--- src/design/cbp_pkg.sv ---
// shared constants, beat types and arithmetic helpers for the bezier point evaluator
package cbp_pkg;

    localparam int FRAC_BITS  = 16;
    localparam int MAX_POINTS = 1024;

    localparam int IDX_W = 10;
    localparam int CNT_W = 11;
    localparam int XW    = 32;
    localparam int YW    = 17;
    localparam int FW    = 17;

    localparam int T_W     = FRAC_BITS + 1;
    localparam int DIV_W   = $clog2(MAX_POINTS);
    localparam int NUM_W   = IDX_W + FRAC_BITS;
    localparam int REM0_W  = NUM_W - T_W;
    localparam int DIV_SPS = 2;
    localparam int DIV_STG = (T_W + DIV_SPS - 1) / DIV_SPS;

    localparam int PT_W   = XW + 2;
    localparam int DIFF_W = PT_W + 1;
    localparam int PROD_W = DIFF_W + T_W + 1;

    localparam int CFG_IDX_W  = 3;
    localparam int CFG_DATA_W = 32;

    localparam logic [T_W-1:0]           T_ONE     = {1'b1, {FRAC_BITS{1'b0}}};
    localparam logic signed [PROD_W-1:0] HALF_PROD = PROD_W'(1) <<< (FRAC_BITS - 1);

    localparam logic [XW-1:0]    RST_STRIP = 32'd0;
    localparam logic [XW-1:0]    RST_BOX   = 32'hFFFF_FFFF;
    localparam logic [FW-1:0]    RST_C1_X  = 17'd21845;
    localparam logic [FW-1:0]    RST_C1_Y  = 17'd43690;
    localparam logic [FW-1:0]    RST_C2_X  = 17'd43690;
    localparam logic [FW-1:0]    RST_C2_Y  = 17'd21845;
    localparam logic [CNT_W-1:0] RST_COUNT = 11'd1024;

    typedef enum logic [CFG_IDX_W-1:0] {
        REG_STRIP = 3'd0,
        REG_BOX   = 3'd1,
        REG_C1_X  = 3'd2,
        REG_C1_Y  = 3'd3,
        REG_C2_X  = 3'd4,
        REG_C2_Y  = 3'd5,
        REG_COUNT = 3'd6
    } t_cfg_reg;

    typedef logic signed [PT_W-1:0]   t_pt;
    typedef logic signed [DIFF_W-1:0] t_diff;
    typedef logic signed [PROD_W-1:0] t_prod;

    typedef struct packed {
        logic [IDX_W-1:0] point_index;
    } t_pt_beat;

    typedef struct packed {
        logic [XW-1:0] x_pos;
        logic [YW-1:0] y_value;
        logic          index_out_of_range;
    } t_res_beat;

    typedef struct packed {
        logic [CFG_IDX_W-1:0]  index;
        logic [CFG_DATA_W-1:0] data;
    } t_cfg_beat;

    // configuration view; keeping it stable while items are in flight falls to the user
    typedef struct packed {
        t_pt              x0;
        t_pt              x1;
        t_pt              x2;
        t_pt              x3;
        logic [T_W-1:0]   y1;
        logic [T_W-1:0]   y2;
        logic [CNT_W-1:0] cnt;
        logic [DIV_W-1:0] dv;
        logic             cnt_le1;
    } t_cfg_view;

    typedef struct packed {
        logic [T_W-1:0] t;
        logic           oor;
    } t_side;

    function automatic logic [T_W-1:0] sat_unit(input logic [FW-1:0] v);
        if (v > FW'(T_ONE)) begin
            return T_ONE;
        end
        return T_W'(v);
    endfunction

    function automatic t_prod lerp_mul(input t_diff d, input logic [T_W-1:0] t);
        return d * $signed({1'b0, t});
    endfunction

    // a + floor((m + half) / 2^FRAC_BITS)
    function automatic t_pt lerp_round(input t_pt a, input t_prod m);
        t_prod s;
        s = m + HALF_PROD;
        return a + t_pt'(s >>> FRAC_BITS);
    endfunction

endpackage

--- src/design/cbp_lerp_level.sv ---
// one de casteljau level: difference, multiply by t, round and add, for x and y lanes
module cbp_lerp_level import cbp_pkg::*; #(
    parameter int LANES = 1
) (
    input  logic  i_clk,
    input  logic  i_rst_n,
    input  logic  i_valid,
    output logic  o_ready,
    input  t_side i_side,
    input  t_pt   i_px [LANES+1],
    input  t_pt   i_py [LANES+1],
    output logic  o_valid,
    input  logic  i_ready,
    output t_side o_side,
    output t_pt   o_px [LANES],
    output t_pt   o_py [LANES]
);

    logic [2:0] r_vld;
    logic [3:0] en;
    t_side      r_side [3];

    t_pt   r_ax  [LANES];
    t_pt   r_ay  [LANES];
    t_diff r_dx  [LANES];
    t_diff r_dy  [LANES];
    t_pt   r_ax2 [LANES];
    t_pt   r_ay2 [LANES];
    t_prod r_mx  [LANES];
    t_prod r_my  [LANES];
    t_pt   r_rx  [LANES];
    t_pt   r_ry  [LANES];

    always_comb begin
        en[3] = i_ready;
        for (int k = 2; k >= 0; k--) begin
            en[k] = !r_vld[k] || en[k+1];
        end
    end

    assign o_ready = en[0];

    always_ff @(posedge i_clk) begin
        if (!i_rst_n) begin
            r_vld <= '0;
        end else begin
            if (en[0]) begin
                r_vld[0] <= i_valid;
            end
            if (en[1]) begin
                r_vld[1] <= r_vld[0];
            end
            if (en[2]) begin
                r_vld[2] <= r_vld[1];
            end
        end
    end

    always_ff @(posedge i_clk) begin
        if (en[0]) begin
            r_side[0] <= i_side;
            for (int j = 0; j < LANES; j++) begin
                r_ax[j] <= i_px[j];
                r_ay[j] <= i_py[j];
                r_dx[j] <= DIFF_W'(i_px[j+1]) - DIFF_W'(i_px[j]);
                r_dy[j] <= DIFF_W'(i_py[j+1]) - DIFF_W'(i_py[j]);
            end
        end
        if (en[1]) begin
            r_side[1] <= r_side[0];
            for (int j = 0; j < LANES; j++) begin
                r_ax2[j] <= r_ax[j];
                r_ay2[j] <= r_ay[j];
                r_mx[j]  <= lerp_mul(r_dx[j], r_side[0].t);
                r_my[j]  <= lerp_mul(r_dy[j], r_side[0].t);
            end
        end
        if (en[2]) begin
            r_side[2] <= r_side[1];
            for (int j = 0; j < LANES; j++) begin
                r_rx[j] <= lerp_round(r_ax2[j], r_mx[j]);
                r_ry[j] <= lerp_round(r_ay2[j], r_my[j]);
            end
        end
    end

    assign o_valid = r_vld[2];
    assign o_side  = r_side[2];
    assign o_px    = r_rx;
    assign o_py    = r_ry;

endmodule

--- config.mk ---
export PLATFORM = sky130hd
export DESIGN_NAME = cbp_lerp_level
export DESIGN_NICKNAME = d
export VERILOG_FILES = /design/src/design/cbp_pkg.sv /design/src/design/cbp_lerp_level.sv
export SDC_FILE = /design/constraint.sdc
export NUM_CORES = 2
export LEC_CHECK = 0
export CELL_PAD_IN_SITES_DETAIL_PLACEMENT = 1
export CELL_PAD_IN_SITES_GLOBAL_PLACEMENT = 1
export CORE_AREA = 2 2 383 385
export CTS_CLUSTER_SIZE = 14
export DETAILED_ROUTE_END_ITERATION = 8
export DIE_AREA = 0 0 385 387
export DONT_BUFFER_PORTS = 1
export GPL_ROUTABILITY_DRIVEN = 0
export HOLD_SLACK_MARGIN = 0.12
export PLACE_DENSITY = 0.79
export SYNTH_ARGS = -nofsm -noshare
export SYNTH_HDL_FRONTEND = slang
export SYNTH_SLANG_ARGS = --single-unit
export TNS_END_PERCENT = 100
--- constraint.sdc ---
create_clock -name i_clk -period 10.24 [get_ports i_clk]
set_input_delay 1.536 -clock i_clk [delete_from_list [all_inputs] [get_ports i_clk]]
set_output_delay 1.536 -clock i_clk [all_outputs]
set_load 0.05 [all_outputs]
# Word-level counts from Yosys, hierarchy flattened
# Memories as Yosys holds them, arrays and structs flattened.
# Index checks and enable logic that the tools add are counted.
dict set report totals {
  register_bits 71
  mem_bits_rw 366
  in_bits 158
  out_inout_bits 88
  word_cells 34
  mem_count 9
}
# name words width read_ports rd_clocked_by_memory_dff write_ports line
set memory_table {}
lappend memory_table {r_side 3 18 3 0 3 cbp_lerp_level.sv:21} ;# t_side r_side [3];
lappend memory_table {r_mx 1 53 1 0 1 cbp_lerp_level.sv:29} ;# t_prod r_mx [LANES];
lappend memory_table {r_my 1 53 1 0 1 cbp_lerp_level.sv:30} ;# t_prod r_my [LANES];
lappend memory_table {r_dx 1 35 1 0 1 cbp_lerp_level.sv:25} ;# t_diff r_dx [LANES];
lappend memory_table {r_dy 1 35 1 0 1 cbp_lerp_level.sv:26} ;# t_diff r_dy [LANES];
lappend memory_table {r_ax 1 34 1 0 1 cbp_lerp_level.sv:23} ;# t_pt r_ax [LANES];
lappend memory_table {{+3 memories} n/a n/a n/a n/a n/a n/a}
dict set report op_classes {
  add_sub_neg 6
  n_mul 2
  muxes 6
  n_reduce_logical 6
}
# operator n
set ops {}
lappend ops {{$mul 35x18->53} 2}
lappend ops {{$add 50x17->50 const B} 2}
lappend ops {{$sub 34x34->35} 2}
lappend ops {{$add 34x34->34} 2}
lappend ops {{$mux 1} 6}
lappend ops {{$logic_not 1->1} 3}
lappend ops {{$logic_or 1x1->1} 3}

# Logic depth before layout (Yosys ltp)
dict set report depth {
  depth_word 6
  ltp_mapped 26
  ltp_nobuf 24
}

# Least setup slack after synthesis
# Ideal clock, no wire load.
dict set report synth_path {
  path_kind {input port to flip-flop}
  start {input i_ready}
  end {memory r_ax[0][0] in the netlist's numbering, enable pin}
  setup_ps 1837
  arrival_time_ps 5619
  setup_slack_ps 2784
  stages 2
  path_buffers 0
  path_cell_list {nor2b_1 nand3_1}
}
dict set report synth_via {
  elab_chain_len 5
}
# item line
set synth_lines {}
lappend synth_lines {{start, declared} cbp_lerp_level.sv:13} ;# input logic i_ready,
lappend synth_lines {{$logic_or 1x1->1 (3 in series)} cbp_lerp_level.sv:37} ;# en[k] = !r_vld[k] || en[k+1];
lappend synth_lines {{named net o_ready} cbp_lerp_level.sv:8} ;# output logic o_ready,
lappend synth_lines {{$mux 1} cbp_lerp_level.sv:60} ;# if (en[0]) begin
lappend synth_lines {{$mux 1 (implied by the code)} cbp_lerp_level.sv:63} ;# r_ax[j] <= i_px[j];
lappend synth_lines {{end, declared} cbp_lerp_level.sv:23}
# The timed path passes the listed nets, and every way through them passes these cells.

==> impl.org <==
** Worst setup path
- STA classifies the critical path endpoint as a register.
- The critical path contains buffers and inverters numbering 5 combined.
- Data arrival time of the worst path :: 8.16 ns
- The worst setup path is launched from a register.
- Counting cells, the worst reg-to-reg path comes to 23.
- The critical path goes through buf_4 -> and2_1 -> fa_1 -> inv_1 -> fa_1 -> fa_1 -> fa_1 -> inv_1 -> fa_1 -> inv_1 -> fa_1 -> inv_1 -> ha_1 -> nand2_1 -> o21ai_0 -> o2bb2ai_1 -> a31o_2 -> o211a_1 -> o21bai_1 -> a21o_1 -> a311oi_1 -> a221oi_2 -> xnor2_1.
- In this run the worst path has a maximum fanout of 51.
- Critical-path cell with the highest stage delay :: sky130_fd_sc_hd__edfxtp_1
- The critical path is of the register to register type.
- Crit-path leading delay family :: adder cells
- Stages on worst setup path :: 23
- Library cell appearing most often on the critical path :: sky130_fd_sc_hd__fa_1
- At the worst endpoint, the required time is 10.64 ns.
- The largest single stage delay on the critical path is 0.80 ns.

** Detailed routing
- The detailed router used layers up to and including met5.
- Dividing the detail-routed wire length by the instance count gives 20.9 microns.
- The final route contains 40.3k vias.
- Routed metal-1 wire length :: 62.0 mm
- Initial drt markers :: 1884
- First-pass iteration count of the detailed router :: 7
- Final antenna-violating net count :: 0
- Met3 routed WL :: 6.32 mm
- Routed wire length on met2 :: 86.6 mm
- Via density :: 5.19
- For this block, the routed nets add up to 162 mm of wire.
- After detailed routing, the number of remaining DRC violations is 0.

** Logic synthesis
- Distinct cells, synth :: 83
- The synthesized netlist occupies a cell area of 59200 sq um.
- Among all flip-flop cells after synthesis, the most frequent one is sky130_fd_sc_hd__edfxtp_1.
- #FFs+latches synth :: 401
- Cell accounting for the most synthesized area :: sky130_fd_sc_hd__fa_1
- Counting every net in the synthesized netlist gives 7547.
- For this run, asynchronously set or reset flops after synthesis account for 0.
- The share of the Yosys chip area taken by registers is 0.203.
- Of the post-synthesis cell area, the dominant cell type holds 0.370.
- Yosys warning count :: 0
- The synthesized design contains 398 enable-type register cells.
- Largest cells by area after synthesis :: sky130_fd_sc_hd__fa_1, sky130_fd_sc_hd__edfxtp_1, sky130_fd_sc_hd__inv_1, sky130_fd_sc_hd__ha_1, sky130_fd_sc_hd__and2_1
- After synthesis, the mean cell area works out to 9.97 sq um.
- The cell count after synthesis came out at 5933.

** Layout
- Synth-to-Final Area Change :: 5.88%
- After the last flow step, the layout net total stands at 7416.
- In the layout the commonest cells are sky130_fd_sc_hd__inv_1, sky130_fd_sc_hd__fa_1, sky130_fd_sc_hd__and2_1, sky130_fd_sc_hd__nand2_1, sky130_fd_sc_hd__edfxtp_1.
- In the final layout, the share of cells above drive strength 1 is 0.0241.
- Leaving out fill and tap cells, the most frequent cell in the layout is sky130_fd_sc_hd__inv_1.

** Placement
- HPWL after detailed placement :: 123 mm
- Buffers placed on the I/O ports in this run total 0.

** STA
- Highest achievable clock rate :: 0.129 GHz
- Final hold violation count :: 0
- Total negative setup slack :: 0 ns
- Slew Limit Fails :: 0
- Period utilisation layout :: 0.758
- Setup violations remaining at the end of the flow were counted as 0.
- Final setup skew :: 0.0416 ns
- RSZ-0062 raised after global routing :: no
- Period minus WS final :: 7.76 ns
- For the pin with the worst max-slew slack, the measured transition is 1.03 ns.
- Measured against its own limit, the worst slew margin works out to 0.312.

** Clock network
- Post-CTS timing repair inserted 0 buffers for setup.
- The tree is rooted in a sky130_fd_sc_hd__clkbuf_16.
- The longest clock path from root to sink contains 3 buffers.
- Clock Latency Late Sink :: 0.66 ns
- Buffers inserted during clock tree synthesis total 51.
- Number of gates resized after CTS :: 0
- The tree built by TritonCTS fans out to 401 sinks.
- Clock transition time at the flip-flop clock pins of the worst setup and hold paths :: 0.07 ns
- TritonCTS built the clock tree.
- Number of levels in the clock H-tree :: 2
- For this design, the CTS-stage hold fixing added 0 buffers.

** Run
- Number of max-capacitance violations reported :: 0

** GRT
- Initial antenna violation count :: 8
- Final global-route overflow total :: 0
- Overall global routing resource usage :: 0.224
- Entering global routing, the biggest net connects 102 pins.
- The first global-routing pass estimated 260 mm of wire.
- Number of global-route vias before repair :: 47.5k

** Floorplan
- Die area :: 149000 sq um
- The initial utilization of the core area, before any placement, comes to 0.408.
- IO Pins :: 246
- The initialized floorplan defines 140 standard-cell rows.
- Chip height :: 387 microns
- The region available for standard cell placement spans 145000 sq um.
- Die span in x :: 385 microns

** Hold path
- Min-Delay Path Class :: register to register
- Counting instances, the worst hold path has a depth of 0.

** Outcome
- The run finished with clean final reports.
[flip-flops by register name (all words and copies together), names as in the netlist]
register / flops
r_my: 35
r_side: 54
r_dy: 35
r_ax2: 34
r_vld: 3
r_dx: 35
r_ay2: 34
r_ay: 34
o_px: 34
r_mx: 35
r_ax: 34
o_py: 34
[stage by stage]
stage               setup WS [ns]  cell area, sq um  hold slack (ns)  instances  utilization
floorplan                    2.78             59200            0.400       5933            -
global placement             2.73             61000            0.401       7666        0.421
detailed placement           2.48             61000            0.406       7666        0.421
CTS                          2.47             62600            0.403       7761        0.432
global route                 2.03             62600            0.416       7762        0.432
finish                       2.48             62600            0.398       7763        0.432
[final cells by class]
type | count | area, sq um
Clock inverter | 32 | 267
Fill cell | 16218 | 82200
Sequential cell | 401 | 12000
Tap cell | 1917 | 2400
Timing Repair Buffer | 39 | 368
Clock buffer | 63 | 1320
Multi-Input combinational cell | 3900 | 41000
Inverter | 1409 | 5290
Antenna cell | 2 | 5.00
[kinds of logic after synthesis]
logic type / synth area share
xor+xnor: 0.0415
fa+ha+maj: 0.447
simple gates: 0.143
mux: 0.000338
flops: 0.203
compound gates: 0.0611
buf+inv: 0.105
[cells in the mapped netlist (9+ instances only)]
cell type	n
sky130_fd_sc_hd__buf_4	18
sky130_fd_sc_hd__clkbuf_1	203
sky130_fd_sc_hd__o21ai_1	9
sky130_fd_sc_hd__a21oi_1	145
sky130_fd_sc_hd__a21o_1	115
sky130_fd_sc_hd__inv_1	1409
sky130_fd_sc_hd__nand2_1	575
sky130_fd_sc_hd__ha_1	364
sky130_fd_sc_hd__xnor2_1	210
sky130_fd_sc_hd__nor2b_1	39
sky130_fd_sc_hd__xor2_1	70
sky130_fd_sc_hd__and3_1	41
sky130_fd_sc_hd__o21bai_1	24
sky130_fd_sc_hd__nand2b_1	23
sky130_fd_sc_hd__fa_1	1092
sky130_fd_sc_hd__a211oi_1	19
sky130_fd_sc_hd__nand4_1	12
sky130_fd_sc_hd__or3_1	11
sky130_fd_sc_hd__edfxtp_1	398
sky130_fd_sc_hd__o21ai_0	76
sky130_fd_sc_hd__o21a_1	36
sky130_fd_sc_hd__and2_1	697
sky130_fd_sc_hd__nand3_1	60
sky130_fd_sc_hd__nor3_1	36
sky130_fd_sc_hd__a31oi_1	21
sky130_fd_sc_hd__nor2_1	90
[routing by layer]
| layer | global-route usage | vias to the layer above |
|---|---|---|
| met1 | 0.259 | 21251 |
| met4 | 0.0927 | 10 |
| li1 | - | 17733 |
| met2 | 0.415 | 893 |
| met3 | 0.0271 | 381 |
| met5 | 0 | - |
[final timing paths]
check | startpoint | endpoint | slack (ns)
hold / removal | r_ay[0][13] | r_ay2[0][13] | 0.40
setup reg to reg | r_side[0][4] | r_mx[0][46] | 2.48
hold reg to reg | r_ay[0][13] | r_ay2[0][13] | 0.40
setup / recovery | r_side[0][4] | r_mx[0][46] | 2.48
Power is not shown: default switching activity piles up to over one toggle a cycle in this logic, so the estimate is an artifact.
